<file path="src/sv/rlnp_pkg.sv">
// Types, codes and a helper function of the RESP line number parser.
`timescale 1ns / 1ps

package rlnp_pkg;

  localparam int BYTE_W   = 8;
  localparam int TYPE_W   = 3;
  localparam int STATUS_W = 3;
  localparam int NUM_W    = 64;
  localparam int WIDE_W   = NUM_W + 4;
  localparam int OUT_W    = 72;

  // Line type codes.
  localparam logic [TYPE_W-1:0] TYPE_ERROR   = 3'd0;
  localparam logic [TYPE_W-1:0] TYPE_SIMPLE  = 3'd1;
  localparam logic [TYPE_W-1:0] TYPE_INTEGER = 3'd2;
  localparam logic [TYPE_W-1:0] TYPE_BULK    = 3'd3;
  localparam logic [TYPE_W-1:0] TYPE_ARRAY   = 3'd4;
  localparam logic [TYPE_W-1:0] TYPE_UNKNOWN = 3'd5;

  // Status codes.
  localparam logic [STATUS_W-1:0] ST_OK       = 3'd0;
  localparam logic [STATUS_W-1:0] ST_UNKNOWN  = 3'd1;
  localparam logic [STATUS_W-1:0] ST_FRAMING  = 3'd2;
  localparam logic [STATUS_W-1:0] ST_BAD_NUM  = 3'd3;
  localparam logic [STATUS_W-1:0] ST_BAD_LEN  = 3'd4;

  // Number phase codes.
  localparam logic [1:0] PH_EMPTY  = 2'd0;
  localparam logic [1:0] PH_SIGN   = 2'd1;
  localparam logic [1:0] PH_DIGITS = 2'd2;

  // Characters.
  localparam logic [BYTE_W-1:0] CH_CR    = 8'h0D;
  localparam logic [BYTE_W-1:0] CH_LF    = 8'h0A;
  localparam logic [BYTE_W-1:0] CH_MINUS = 8'h2D;
  localparam logic [BYTE_W-1:0] CH_PLUS  = 8'h2B;
  localparam logic [BYTE_W-1:0] CH_COLON = 8'h3A;
  localparam logic [BYTE_W-1:0] CH_DOLLAR = 8'h24;
  localparam logic [BYTE_W-1:0] CH_STAR  = 8'h2A;
  localparam logic [BYTE_W-1:0] CH_ZERO  = 8'h30;
  localparam logic [BYTE_W-1:0] CH_NINE  = 8'h39;

  localparam logic [NUM_W-1:0] MAX_MAG = {1'b0, {(NUM_W-1){1'b1}}};

  typedef struct packed {
    logic [BYTE_W-1:0] line_byte;
    logic              line_end;
  } rlnp_item_t;

  function automatic logic [TYPE_W-1:0] prefix_kind(input logic [BYTE_W-1:0] c);
    logic [TYPE_W-1:0] k;
    case (c)
      CH_MINUS:  k = TYPE_ERROR;
      CH_PLUS:   k = TYPE_SIMPLE;
      CH_COLON:  k = TYPE_INTEGER;
      CH_DOLLAR: k = TYPE_BULK;
      CH_STAR:   k = TYPE_ARRAY;
      default:   k = TYPE_UNKNOWN;
    endcase
    return k;
  endfunction

endpackage

</file>
<file path="src/sv/resp_line_number_parser.sv">
// Results are registered at the output and wait there while further bytes flow in.
// Throughput: one byte per cycle, save that a line's last byte stalls while a
// result is untaken; the accumulate-and-compare step on each byte is one 68-bit
// shift-add and compare between the input and state registers.
// Reset (rst, synchronous) empties both registers and starts a new line.
`timescale 1ns / 1ps

module resp_line_number_parser (
  input  logic        clk,
  input  logic        rst,
  input  logic        s_axis_tvalid,
  output logic        s_axis_tready,
  input  logic [7:0]  s_axis_tdata,   // [7:0] line_byte
  input  logic        s_axis_tlast,   // line_end
  output logic        m_axis_tvalid,
  input  logic        m_axis_tready,
  output logic [71:0] m_axis_tdata    // [2:0] line_type, [5:3] status, [69:6] number
);
  import rlnp_pkg::*;

  logic       item_valid;
  rlnp_item_t item;
  logic       consume;

  rlnp_in_stage u_in_stage (
    .clk           (clk),
    .rst           (rst),
    .s_axis_tvalid (s_axis_tvalid),
    .s_axis_tready (s_axis_tready),
    .s_axis_tdata  (s_axis_tdata),
    .s_axis_tlast  (s_axis_tlast),
    .item_valid    (item_valid),
    .item          (item),
    .consume       (consume)
  );

  rlnp_line_core u_line_core (
    .clk           (clk),
    .rst           (rst),
    .item_valid    (item_valid),
    .item          (item),
    .consume       (consume),
    .m_axis_tvalid (m_axis_tvalid),
    .m_axis_tready (m_axis_tready),
    .m_axis_tdata  (m_axis_tdata)
  );

endmodule

</file>
<file path="src/sv/rlnp_in_stage.sv">
// Input register of the RESP line number parser.
`timescale 1ns / 1ps

module rlnp_in_stage (
  input  logic               clk,
  input  logic               rst,
  input  logic               s_axis_tvalid,
  output logic               s_axis_tready,
  input  logic [7:0]         s_axis_tdata,
  input  logic               s_axis_tlast,
  output logic               item_valid,
  output rlnp_pkg::rlnp_item_t item,
  input  logic               consume
);
  import rlnp_pkg::*;

  // The register refills in the same cycle that the core takes its contents.
  assign s_axis_tready = !item_valid || consume;

  always_ff @(posedge clk) begin
    if (rst) begin
      item_valid <= 1'b0;
    end else if (s_axis_tready) begin
      item_valid <= s_axis_tvalid;
    end
  end

  always_ff @(posedge clk) begin
    if (s_axis_tvalid && s_axis_tready) begin
      item.line_byte <= s_axis_tdata;
      item.line_end  <= s_axis_tlast;
    end
  end

endmodule

</file>
<file path="src/sv/rlnp_line_core.sv">
// Line state, number accumulator and result register of the parser.
`timescale 1ns / 1ps

module rlnp_line_core (
  input  logic                 clk,
  input  logic                 rst,
  input  logic                 item_valid,
  input  rlnp_pkg::rlnp_item_t item,
  output logic                 consume,
  output logic                 m_axis_tvalid,
  input  logic                 m_axis_tready,
  output logic [71:0]          m_axis_tdata
);
  import rlnp_pkg::*;

  logic [TYPE_W-1:0] kind, kind_next;
  logic [1:0]        cnt, cnt_next;
  logic [BYTE_W-1:0] held0, held0_next, held1, held1_next;
  logic              neg, neg_next;
  logic [1:0]        phase, phase_next;
  logic [NUM_W-1:0]  mag, mag_next;
  logic              bad, bad_next;

  logic [BYTE_W-1:0] feed_byte;
  logic [3:0]        digit;
  logic [WIDE_W-1:0] wide_mag, acc, limit;
  logic              overflow;

  logic [TYPE_W-1:0]   res_type;
  logic [STATUS_W-1:0] res_status;
  logic [NUM_W-1:0]    res_number;
  logic                finish;

  assign consume = item_valid && (!item.line_end || !m_axis_tvalid || m_axis_tready);
  assign finish  = consume && item.line_end;

  // The byte entering the number is the oldest held byte; the newest two are
  // kept back until the line ends, since they may be the closing CR LF.
  assign feed_byte = held0;
  assign digit     = 4'(feed_byte - CH_ZERO);
  assign wide_mag  = {4'b0, mag};
  assign acc       = (wide_mag << 3) + (wide_mag << 1) + WIDE_W'(digit);
  assign limit     = {4'b0, MAX_MAG} + WIDE_W'(neg);
  assign overflow  = acc > limit;

  always_comb begin
    kind_next  = kind;
    cnt_next   = cnt;
    held0_next = held0;
    held1_next = held1;
    neg_next   = neg;
    phase_next = phase;
    mag_next   = mag;
    bad_next   = bad;
    case (cnt)
      2'd0: begin
        kind_next = prefix_kind(item.line_byte);
        cnt_next  = 2'd1;
      end
      2'd1: begin
        held0_next = item.line_byte;
        cnt_next   = 2'd2;
      end
      2'd2: begin
        held1_next = item.line_byte;
        cnt_next   = 2'd3;
      end
      default: begin
        held0_next = held1;
        held1_next = item.line_byte;
        if (!bad) begin
          if (phase == PH_EMPTY && (feed_byte == CH_MINUS || feed_byte == CH_PLUS)) begin
            neg_next   = (feed_byte == CH_MINUS);
            phase_next = PH_SIGN;
          end else if (!(feed_byte inside {[CH_ZERO:CH_NINE]})) begin
            bad_next = 1'b1;
          end else if (overflow) begin
            bad_next = 1'b1;
          end else begin
            mag_next   = acc[NUM_W-1:0];
            phase_next = PH_DIGITS;
          end
        end
      end
    endcase
  end

  always_comb begin
    res_type   = kind_next;
    res_number = '0;
    if (kind_next == TYPE_UNKNOWN) begin
      res_status = ST_UNKNOWN;
    end else if (cnt_next != 2'd3 || held0_next != CH_CR || held1_next != CH_LF) begin
      res_status = ST_FRAMING;
    end else if (kind_next == TYPE_ERROR || kind_next == TYPE_SIMPLE) begin
      res_status = ST_OK;
    end else if (bad_next || phase_next != PH_DIGITS) begin
      res_status = ST_BAD_NUM;
    end else if (kind_next != TYPE_INTEGER && neg_next && mag_next > NUM_W'(1)) begin
      res_status = ST_BAD_LEN;
    end else begin
      res_status = ST_OK;
      res_number = neg_next ? (~mag_next + NUM_W'(1)) : mag_next;
    end
  end

  always_ff @(posedge clk) begin
    if (rst || finish) begin
      kind  <= TYPE_ERROR;
      cnt   <= 2'd0;
      neg   <= 1'b0;
      phase <= PH_EMPTY;
      mag   <= '0;
      bad   <= 1'b0;
    end else if (consume) begin
      kind  <= kind_next;
      cnt   <= cnt_next;
      neg   <= neg_next;
      phase <= phase_next;
      mag   <= mag_next;
      bad   <= bad_next;
    end
  end

  // Held bytes are only read once the count shows both were written.
  always_ff @(posedge clk) begin
    if (consume) begin
      held0 <= held0_next;
      held1 <= held1_next;
    end
  end

  always_ff @(posedge clk) begin
    if (rst) begin
      m_axis_tvalid <= 1'b0;
    end else if (finish) begin
      m_axis_tvalid <= 1'b1;
    end else if (m_axis_tready) begin
      m_axis_tvalid <= 1'b0;
    end
  end

  always_ff @(posedge clk) begin
    if (finish) begin
      m_axis_tdata <= {2'b00, res_number, res_status, res_type};
    end
  end

endmodule

</file>
<file path="config.mk">
export PLATFORM = sky130hd
export DESIGN_NAME = resp_line_number_parser
export DESIGN_NICKNAME = d
export VERILOG_FILES = /design/src/sv/rlnp_pkg.sv /design/src/sv/resp_line_number_parser.sv /design/src/sv/rlnp_in_stage.sv /design/src/sv/rlnp_line_core.sv
export SDC_FILE = /design/constraint.sdc
export NUM_CORES = 1
export LEC_CHECK = 0
export BUFFER_PORTS_ARGS = -buffer_cell sky130_fd_sc_hd__buf_2
export CAP_MARGIN = 20
export CELL_PAD_IN_SITES_DETAIL_PLACEMENT = 1
export CELL_PAD_IN_SITES_GLOBAL_PLACEMENT = 1
export CORE_AREA = 2 2 238 240
export CTS_BUF_LIST = sky130_fd_sc_hd__clkbuf_4
export CTS_CLUSTER_DIAMETER = 150
export DETAILED_ROUTE_END_ITERATION = 7
export DIE_AREA = 0 0 240 242
export PLACE_DENSITY_LB_ADDON = 0.1
export RECOVER_POWER = 25
export SYNTH_ARGS = -nofsm -noshare
export SYNTH_HDL_FRONTEND = slang
export SYNTH_SLANG_ARGS = --single-unit
</file>
<file path="constraint.sdc">
create_clock -name clk -period 9.2 [get_ports clk]
set_clock_uncertainty 0.05 [all_clocks]
set_input_delay 2.76 -clock clk [delete_from_list [all_inputs] [get_ports clk]]
set_output_delay 2.76 -clock clk [all_outputs]
set_load 0.02 [all_outputs]
</file>
==> results of run 1 <==
## registers in the layout, indices dropped and copies added, names as in the netlist, 2 cells and up
signal and count:
u_line_core.held1 8, u_line_core.mag 64, u_line_core.cnt 2, u_in_stage.item 9, u_line_core.kind 3, u_line_core.feed_byte 8
u_line_core.phase 2, u_line_core.m_axis_tdata 70
## stage by stage
| step | hold slack (ns) | utilization | worst slack [ns] | cell area (µm²) | total power, µW |
|---|---|---|---|---|---|
| floorplan | 0.402 | - | 0.364 | 16500 | 917 |
| global placement | 0.416 | 0.323 | 0.525 | 18000 | 961 |
| detailed placement | 0.429 | 0.323 | 0.282 | 18000 | 963 |
| CTS | 0.453 | 0.328 | 0.266 | 18300 | 1490 |
| global route | 0.484 | 0.329 | 0.0183 | 18400 | 1530 |
| finish | 0.450 | 0.329 | 0.579 | 18400 | 1470 |
## per-layer routing
| layer | global-route usage | wire length, µm |
|---|---|---|
| met4 | 0.0537 | 1020 |
| met5 | 0 | 0 |
| met1 | 0.348 | 34400 |
| met3 | 0.0313 | 3000 |
| met2 | 0.345 | 28700 |
## logic make-up after synthesis
logic type,after synthesis
buffers and inverters,150
adder cells (fa/ha/maj),196
XOR/XNOR,104
AND/OR/NAND/NOR,812
flip-flops,170
AO/OA/AOI/OAI,554
other,1
multiplexers,81
## cell usage after synthesis, types with 47 or more instances
cell type	number	area, µm²
nor2_1	224	841
nand2_1	281	1050
nand4_1	56	350
xor2_1	57	499
mux2i_1	67	671
nor3_1	58	290
xnor2_1	47	412
a21oi_1	218	1090
o21ai_0	100	500
ha_1	194	2430
inv_1	47	176
edfxtp_1	95	2850
dfxtp_1	75	1500
clkbuf_1	63	236
## power by group through the flow
stage	Sequential, µW	Clock (µW)	Combinational (µW)
finish	830	519	116
global route	833	568	128
CTS	830	544	118
detailed placement	846	0	117
global placement	846	0	115
floorplan	851	0	66.0
## worst max path at each step
stage                             startpoint                      endpoint  slack [ns]
global route             u_line_core.mag[16]  u_line_core.m_axis_tdata[54]        0.02
finish              u_line_core.feed_byte[3]  u_line_core.m_axis_tdata[52]        0.58
CTS                 u_line_core.feed_byte[3]  u_line_core.m_axis_tdata[52]        0.27
global placement    u_line_core.feed_byte[3]  u_line_core.m_axis_tdata[54]        0.53
floorplan           u_line_core.feed_byte[3]  u_line_core.m_axis_tdata[54]        0.36
detailed placement  u_line_core.feed_byte[3]  u_line_core.m_axis_tdata[54]        0.28
## worst max-delay path, delay by kind of cell, from the launching register on
| family | cells | cell delay, ns |
|---|---|---|
| XOR/XNOR | 2 | 0.70 |
| AND/OR/NAND/NOR | 7 | 1.14 |
| flip-flops | 1 | 0.51 |
| buffers and inverters | 6 | 1.45 |
| adder cells (fa/ha/maj) | 3 | 1.43 |
| AO/OA/AOI/OAI | 10 | 3.10 |
## layout make-up
cell class | count | area (µm²)
multi-input cells | 1749 | 11600
fillers | 6708 | 37400
well taps | 756 | 946
inverters | 48 | 180
clock inverters | 15 | 175
repair buffers | 153 | 961
clock buffers | 17 | 128
diodes | 1 | 2.50
flip-flops and latches | 170 | 4360
## repair_timing
item | 4_1_cts | 5_1_grt
hold endpoints to repair | 0 | 0
setup buffers | 0 | 2
gates resized for setup | 0 | 10
setup endpoints to repair | 0 | 44
==> impl_metrics.py, run 1 <==
metrics = {
    "drt": {
        "drt_iter0_drc": 1051,
        "viasPerCell": 5.62,
        "vias": 16300,
        "firstDrtPassIters": 5,
        "wl_um": 67100,
        "routedWlPerCell_um": 23.1,
        "antenna_left": 0,
        "drc": 0,
    },
    "place": {
        "dp.final_hpwl_um": 53900,
        "post-place-cells": 2873,
        "gp_congestion": 0.897,
        "port_buffers": 84,
    },
    "clocking": {
        "cts_tree": "done",
        "clk-insertion-delay-late_ns": 0.76,
        "cts.clk_slew.worst_paths_ns": 0.18,
        "cts_root_buf": "clkbuf_4",
        "clkSinkCount": 170,
        "cts_buffers": 17,
        "clockBufferDepth": 2,
        "h-tree-depth": 4,
        "cts_hold_buf": 0,
    },
    "global_routing": {
        "grt_pass1_vias": 16400,
        "overflow": 0,
        "antenna_found_initial": 1,
        "grt.total_usage": 0.231,
        "grt_pass1_wl_um": 102000,
        "grt_start_max_net_pins": 77,
    },
    "setup_path": {
        "crit_required_ns": 9.67,
        "slowest_stage": "xor2_1",
        "critPathMaxStageDelay_ns": 0.60,
        "r2r_slack_ns": 0.58,
        "r2r-start": "u_line_core.feed_byte[3]",
        "cp_data_arrival_time_ns": 9.09,
        "start_kind": "flop",
        "crit_type": "flop to flop",
        "r2r-end": "u_line_core.m_axis_tdata[52]",
        "cp_common_cell": "buf_4",
        "worst_setup_path_end_kind": "flop",
        "cp_max_fo": 76,
        "r2r_cells": 28,
    },
    "floorplan": {
        "floorplan.die_area_mm2": 0.0581,
        "row_count": 87,
        "core_area_mm2": 0.0557,
        "io_pins": 87,
        "start_util": 0.297,
        "die_height_um": 242,
        "dieWidth_um": 240,
    },
    "timing": {
        "tns_ns": 0,
        "tightest_slew_ns": 3.48,
        "fin_crit_sh": 0.937,
        "slew_viol_final": 105,
        "finalSetupViolCount": 0,
        "rsz0062_at_grt": "no",
        "fmax_ghz": 0.116,
        "slew-limit-headroom": -1.32,
        "hold_viol": 0,
        "period_needed_ns": 8.62,
    },
    "synth": {
        "synth_xor_area_frac": 0.0551,
        "synth-async-reset-ratio": 0,
        "synth_area_mm2": 0.0165,
        "synthSimpleGateAreaFrac": 0.231,
        "muxShareOfSynthArea": 0.0501,
        "synth_top_family_by_area": "simple AND/OR/NAND/NOR gates",
        "synthAdderAreaFrac": 0.149,
        "seq_area_frac_synth": 0.263,
        "synth_compound_area_frac": 0.211,
        "synth_flop_cell": "edfxtp_1",
        "yosys_warnings": 0,
        "syn_area_per_cell_um2": 7.99,
        "synth.distinct_cells": 91,
        "syn_inst": 2068,
        "synth-seq-cells": 170,
        "synth_edf_count": 95,
    },
    "outcome": {
        "status": "complete, but fails checks",
        "violations": "max-capacitance violations, max-slew violations",
    },
    "layout": {
        "syn_to_final_growth_pct": 11.0,
        "final_common_cell": "nand2_1",
        "drive_above_1_share": 0.108,
        "finalNetCount": 2348,
        "fin_cells": 2909,
        "mostFrequentLayoutCells": "280 x nand2_1, 223 x nor2_1, 217 x a21oi_1",
    },
    "power": {
        "comb_power_share": 0.079,
        "p_seq_frac": 0.567,
        "p_int_uw": 1030,
        "swShare": 0.300,
        "p_leak_uw": 0.00737,
        "p_per_area_mw_per_mm2": 79.8,
        "switchingPower_uw": 439,
        "pwr-share-clk": 0.354,
        "vdd_ir_drop_max_mv": 0.0746,
    },
    "hold_path": {
        "whs_path_depth": 2,
        "hp-start": "u_line_core.phase[0]",
        "hp-class": "flop to flop",
        "whs_endpoint": "u_line_core.phase[0]",
    },
    "job": {
        "cap_violations": 2,
    },
}
Power figures use the tool's default switching activity.
==> run 2, diff against run 1 <==
--- a/config.mk
+++ b/config.mk
@@ -14,6 +14,8 @@
 export CTS_CLUSTER_DIAMETER = 150
 export DETAILED_ROUTE_END_ITERATION = 7
 export DIE_AREA = 0 0 240 242
+export GPL_TIMING_DRIVEN = 0
+export HOLD_SLACK_MARGIN = 0.1
 export PLACE_DENSITY_LB_ADDON = 0.1
 export RECOVER_POWER = 25
 export SYNTH_ARGS = -nofsm -noshare
==> run 2 against run 1 <==
The run still ends with max-capacitance violations, max-slew violations left; wire length rose by 6.1%; combinational power rose by 8%; via count rose by 2.3%; worst setup slack got worse by 0.45 ns; total power fell by 2.8%; design area rose by 4.3%; global-route usage rose by 1.1 points; die area did not move; cell count rose by 2.5%; critical endpoint is now u_line_core.m_axis_tdata[58]; highest routed layer unchanged.
==> impl_metrics.py, run 2 (synthesis results as in run 1) <==
metrics = {
    "drt": {
        "vias": 16700,
        "viasPerCell": 5.61,
        "drt_iter0_drc": 1128,
        "drc": 0,
        "antenna_left": 0,
        "wl_um": 71200,
        "routedWlPerCell_um": 23.9,
        "firstDrtPassIters": 5,
    },
    "timing": {
        "tns_ns": 0,
        "hold_viol": 0,
        "finalSetupViolCount": 0,
        "rsz0062_at_grt": "yes",
        "slew-limit-headroom": -1.46,
        "whs_ns": 0.454,
        "fin_crit_sh": 0.986,
        "tightest_slew_ns": 3.70,
        "period_needed_ns": 9.07,
        "fmax_ghz": 0.110,
        "slew_viol_final": 65,
    },
    "layout": {
        "largest_reg_flops": 70,
        "largest_registers": "u_line_core.m_axis_tdata x70, u_line_core.mag x64, u_in_stage.item x9",
        "drive_above_1_share": 0.138,
        "finalNetCount": 2416,
        "regMostFlops": "u_line_core.m_axis_tdata",
        "fin_cells": 2981,
        "fillers": 6724,
        "mostFrequentLayoutCells": "279 x nand2_1, 222 x nor2_1, 214 x a21oi_1",
        "syn_to_final_growth_pct": 15.8,
        "final_common_cell": "nand2_1",
        "postLayoutCoreUtil": 0.343,
    },
    "floorplan": {
        "core_area_mm2": 0.0557,
        "die_height_um": 242,
        "io_pins": 87,
        "row_count": 87,
        "dieWidth_um": 240,
        "start_util": 0.297,
        "floorplan.die_area_mm2": 0.0581,
    },
    "clocking": {
        "clkSinkCount": 170,
        "cts_hold_buf": 0,
        "cts_root_buf": "clkbuf_4",
        "cts_buffers": 17,
        "clockBufferDepth": 2,
        "cts.clk_slew.worst_paths_ns": 0.16,
        "clk-insertion-delay-late_ns": 0.76,
        "h-tree-depth": 4,
        "cts_tree": "done",
    },
    "place": {
        "post-place-cells": 2918,
        "gp_congestion": 0.915,
        "dp.final_hpwl_um": 58400,
        "port_buffers": 84,
    },
    "setup_path": {
        "r2r-start": "u_line_core.feed_byte[3]",
        "crit_type": "flop to flop",
        "r2r_cells": 37,
        "start_kind": "flop",
        "cp_data_arrival_time_ns": 9.51,
        "slowest_stage": "fa_1",
        "critPathMaxStageDelay_ns": 0.60,
        "r2r_slack_ns": 0.13,
        "cp_max_fo": 19,
        "r2r-end": "u_line_core.m_axis_tdata[58]",
        "cp_common_cell": "nor2_1",
        "crit_required_ns": 9.64,
        "worst_setup_path_end_kind": "flop",
    },
    "power": {
        "vdd_ir_drop_max_mv": 0.0717,
        "p_leak_uw": 0.00770,
        "p_per_area_mw_per_mm2": 74.4,
    },
    "hold_path": {
        "whs_path_depth": 2,
        "whs_endpoint": "u_line_core.kind[1]",
        "hp-class": "flop to flop",
        "hp-start": "u_line_core.kind[1]",
    },
    "outcome": {
        "status": "complete, but fails checks",
        "violations": "max-capacitance violations, max-slew violations",
    },
    "global_routing": {
        "grt_start_max_net_pins": 65,
        "grt_pass1_vias": 16800,
        "antenna_found_initial": 4,
        "grt.total_usage": 0.243,
        "overflow": 0,
        "grt_pass1_wl_um": 106000,
    },
    "job": {
        "cap_violations": 1,
    },
}
## run 2: cell types whose count changed in the layout (fill, tap and decap cells not counted), sizes merged
cell / delta
clkbuf: +61
buf: +8
inv: -7
clkinv: +6
diode: +4
bufinv: -1
clkinvlp: +1
## run 2: worst max path at each step
stage                        startpoint                           end  slack [ns]  cells after the start
2_1_floorplan  u_line_core.feed_byte[3]  u_line_core.m_axis_tdata[54]        0.36                     36
3_3_place_gp   u_line_core.feed_byte[3]  u_line_core.m_axis_tdata[66]       -4.27                     34
3_5_place_dp   u_line_core.feed_byte[3]  u_line_core.m_axis_tdata[66]       -4.29                     34
4_1_cts        u_line_core.feed_byte[3]  u_line_core.m_axis_tdata[54]       0.007                     36
5_1_grt             u_line_core.mag[20]  u_line_core.m_axis_tdata[54]       -0.11                     34
6_report       u_line_core.feed_byte[3]  u_line_core.m_axis_tdata[58]        0.13                     37
## run 2: area by class of cell
type	instances	area, µm²	area share
clock inverter	14	140	0.00732
clock buffer	18	135	0.00706
timing repair buffer	122	703	0.0367
inverter	48	180	0.00941
multi-input combinational	1749	12100	0.633
antenna	5	12.5	0.000654
sequential	170	4360	0.228
tap	756	946	0.0494
buffer	99	543	0.0284
## run 2: repair_timing
| action | in CTS | in global routing |
|---|---|---|
| endpoints found under the setup margin | 130 | 65 |
| gates resized for setup | 83 | 41 |
| setup buffers | 22 | 6 |
| pin swaps | 11 | 12 |
## run 2: critical path, delay by kind of cell (launching register included)
| kind | cells | cell delay (ns) |
|---|---|---|
| and+or+nand+nor | 15 | 2.99 |
| buffers and inverters | 8 | 1.26 |
| adders and majority gates | 4 | 1.57 |
| muxes | 1 | 0.32 |
| xor gates and xnor gates | 2 | 0.40 |
| DFF | 1 | 0.54 |
| AOI/OAI and AO/OA | 7 | 1.65 |
## run 2: routing by layer
metal,routed length [µm],vias to the layer above,GRT usage
met2,31500,430,0.379
li1,-,7941,-
met1,34500,8264,0.348
met5,0,-,0
met3,3400,86,0.0292
met4,1730,0,0.0731
## run 2: power breakdown
group | leakage, µW | internal, µW | switching, µW | total, µW
clock | 0.000146 | 143 | 328 | 471
sequential | 0.00150 | 818 | 11.0 | 829
combinational | 0.00605 | 38.0 | 86.9 | 125
## run 2: per-stage QoR
stage,instance area [µm²],setup WS [ns],total power (µW)
floorplan,16500,0.364,917
CTS,18900,0.00715,1440
global placement,17900,-4.27,962
detailed placement,18000,-4.29,964
global route,19100,-0.108,1480
finish,19100,0.132,1420
==> run 3, diff against run 2 <==
--- a/config.mk
+++ b/config.mk
@@ -5,7 +5,6 @@
 export SDC_FILE = /design/constraint.sdc
 export NUM_CORES = 1
 export LEC_CHECK = 0
-export BUFFER_PORTS_ARGS = -buffer_cell sky130_fd_sc_hd__buf_2
 export CAP_MARGIN = 20
 export CELL_PAD_IN_SITES_DETAIL_PLACEMENT = 1
 export CELL_PAD_IN_SITES_GLOBAL_PLACEMENT = 1
@@ -14,6 +13,7 @@
 export CTS_CLUSTER_DIAMETER = 150
 export DETAILED_ROUTE_END_ITERATION = 7
 export DIE_AREA = 0 0 240 242
+export DONT_BUFFER_PORTS = 1
 export GPL_TIMING_DRIVEN = 0
 export HOLD_SLACK_MARGIN = 0.1
 export PLACE_DENSITY_LB_ADDON = 0.1
@@ -21,3 +21,4 @@
 export SYNTH_ARGS = -nofsm -noshare
 export SYNTH_HDL_FRONTEND = slang
 export SYNTH_SLANG_ARGS = --single-unit
+export TNS_END_PERCENT = 20
==> run 3 against run 2 <==
The run still ends with max-capacitance violations, max-slew violations left; wire length is 1.1% higher; total power fell by 1.4%; design area shrank 1.8%; sequential cell count did not move; cell count shrank 2.6%; worst hold slack barely moved; register-to-register slack improved by 0.19 ns; combinational power fell by 14%.
==> impl_metrics.py, run 3 (synthesis results as in run 1) <==
metrics = {
    "power": {
        "power.total_uw": 1400,
        "p_int_uw": 973,
        "vdd_ir_drop_max_mv": 0.0703,
        "pwr-share-clk": 0.326,
        "switchingPower_uw": 431,
        "p_leak_uw": 0.00742,
        "p_per_area_mw_per_mm2": 74.7,
        "p_seq_frac": 0.598,
        "swShare": 0.307,
        "comb_power_share": 0.076,
    },
    "global_routing": {
        "grt_pass1_wl_um": 108000,
        "grt_pass1_vias": 16700,
        "grt_start_max_net_pins": 66,
        "grt.total_usage": 0.249,
        "overflow": 0,
        "antenna_found_initial": 3,
    },
    "floorplan": {
        "core_area_mm2": 0.0557,
        "floorplan.die_area_mm2": 0.0581,
        "dieWidth_um": 240,
        "io_pins": 87,
        "die_height_um": 242,
        "start_util": 0.297,
        "row_count": 87,
    },
    "drt": {
        "antenna_left": 0,
        "routedWlPerCell_um": 24.8,
        "wl_um": 71900,
        "drt_iter0_drc": 1210,
        "viasPerCell": 5.63,
        "firstDrtPassIters": 5,
        "drc": 0,
        "vias": 16300,
    },
    "job": {
        "cap_violations": 1,
    },
    "setup_path": {
        "crit_required_ns": 9.65,
        "cp_max_fo": 14,
        "critPathMaxStageDelay_ns": 0.56,
        "start_kind": "flop",
        "worst_setup_path_end_kind": "flop",
        "worstSetupStartpoint": "u_line_core.feed_byte[3]",
        "slowest_stage": "fa_1",
        "cp_data_arrival_time_ns": 9.33,
        "r2r-start": "u_line_core.feed_byte[3]",
        "crit_type": "flop to flop",
    },
    "layout": {
        "finalNetCount": 2343,
        "largest_registers": "u_line_core.m_axis_tdata x70, u_line_core.mag x64, u_in_stage.item x9",
        "fillers": 6727,
        "largest_reg_flops": 70,
        "drive_above_1_share": 0.108,
        "syn_to_final_growth_pct": 13.7,
        "mostFrequentLayoutCells": "280 x nand2_1, 222 x nor2_1, 212 x a21oi_1",
        "regMostFlops": "u_line_core.m_axis_tdata",
        "final_common_cell": "nand2_1",
        "fin_cells": 2904,
    },
    "clocking": {
        "clockBufferDepth": 2,
        "cts_root_buf": "clkbuf_4",
        "cts_tree": "done",
        "cts_buffers": 17,
        "clk-insertion-delay-late_ns": 0.74,
        "clkSinkCount": 170,
        "h-tree-depth": 4,
        "cts_hold_buf": 0,
        "cts.clk_slew.worst_paths_ns": 0.16,
    },
    "place": {
        "gp_congestion": 0.913,
        "port_buffers": 0,
        "dp.final_hpwl_um": 59000,
        "post-place-cells": 2834,
        "pre_cts_slack_ns": -4.62,
    },
    "timing": {
        "fin_crit_sh": 0.965,
        "slew-limit-headroom": -1.44,
        "fin_ws_ns": 0.321,
        "finalSetupViolCount": 0,
        "fmax_ghz": 0.113,
        "tightest_slew_ns": 3.65,
        "tns_ns": 0,
        "slew_viol_final": 66,
        "period_needed_ns": 8.88,
        "hold_viol": 0,
    },
    "hold_path": {
        "hp-class": "flop to flop",
        "hp-start": "u_line_core.phase[0]",
    },
    "outcome": {
        "violations": "max-capacitance violations, max-slew violations",
        "status": "complete, but fails checks",
    },
}
==> run 3: cell count changes in the layout (fill, tap and decap cells not counted), moves of 3 or more <==
cell	before	now
buf_2	106	22
buf_4	36	45
diode_2	5	1
inv_8	1	5
xor2_2	13	10
==> run 3: power groups by stage <==
stage               Sequential [µW]  Combinational, µW  Clock (µW)
floorplan                       851               66.0           0
global placement                857               97.9           0
detailed placement              856                101           0
CTS                             839                106         483
global route                    843                118         503
finish                          840                107         457
==> run 3: worst max-delay path, delay by kind of cell (launching register included) <==
family | cells | cell delay [ns]
AND/OR/NAND/NOR | 15 | 2.66
AO/OA/AOI/OAI | 7 | 1.73
adder cells (fa/ha/maj) | 4 | 1.52
buffers and inverters | 9 | 1.40
flip-flops | 1 | 0.53
XOR/XNOR | 2 | 0.39
multiplexers | 1 | 0.33
==> run 3: final timing paths <==
check | to | slack, ns | cells after the start
max reg2reg | u_line_core.m_axis_tdata[58] | 0.32 | 38
max | u_line_core.m_axis_tdata[58] | 0.32 | 38
min | u_line_core.phase[0] | 0.45 | 2
min reg2reg | u_line_core.phase[0] | 0.45 | 2
==> run 3: per-layer routing <==
layer	up-vias	share of wire	global-route usage
li1	7772	-	-
met1	8102	0.49	0.357
met2	402	0.45	0.388
met3	70	0.040	0.0294
met4	0	0.023	0.0722
met5	-	0	0
==> run 3: timing repair <==
action / in CTS / in global routing
pin swaps: 20 / 13
hold endpoints to repair: 0 / 0
endpoints found under the setup margin: 130 / 65
gates cloned: 0 / 1
resized for setup: 85 / 43
buffers inserted: 25 / 14
==> run 3: layout make-up <==
class / instances / area [µm²] / area share
inverter: 48 / 180 / 0.00959
clock inverter: 15 / 153 / 0.00812
multi-input combinational: 1749 / 12100 / 0.642
antenna: 1 / 2.50 / 0.000133
buffer: 98 / 539 / 0.0287
timing repair buffer: 50 / 414 / 0.0220
tap: 756 / 946 / 0.0503
clock buffer: 17 / 128 / 0.00679
sequential: 170 / 4370 / 0.232
==> run 3: stage by stage <==
step / utilization / hold WS, ns / cell area, µm²
after detailed placement: 0.316 / 0.440 / 17600
final: 0.337 / 0.455 / 18800
after floorplan: - / 0.402 / 16500
after global routing: 0.337 / 0.501 / 18800
after global placement: 0.314 / 0.424 / 17500
after CTS: 0.332 / 0.459 / 18500
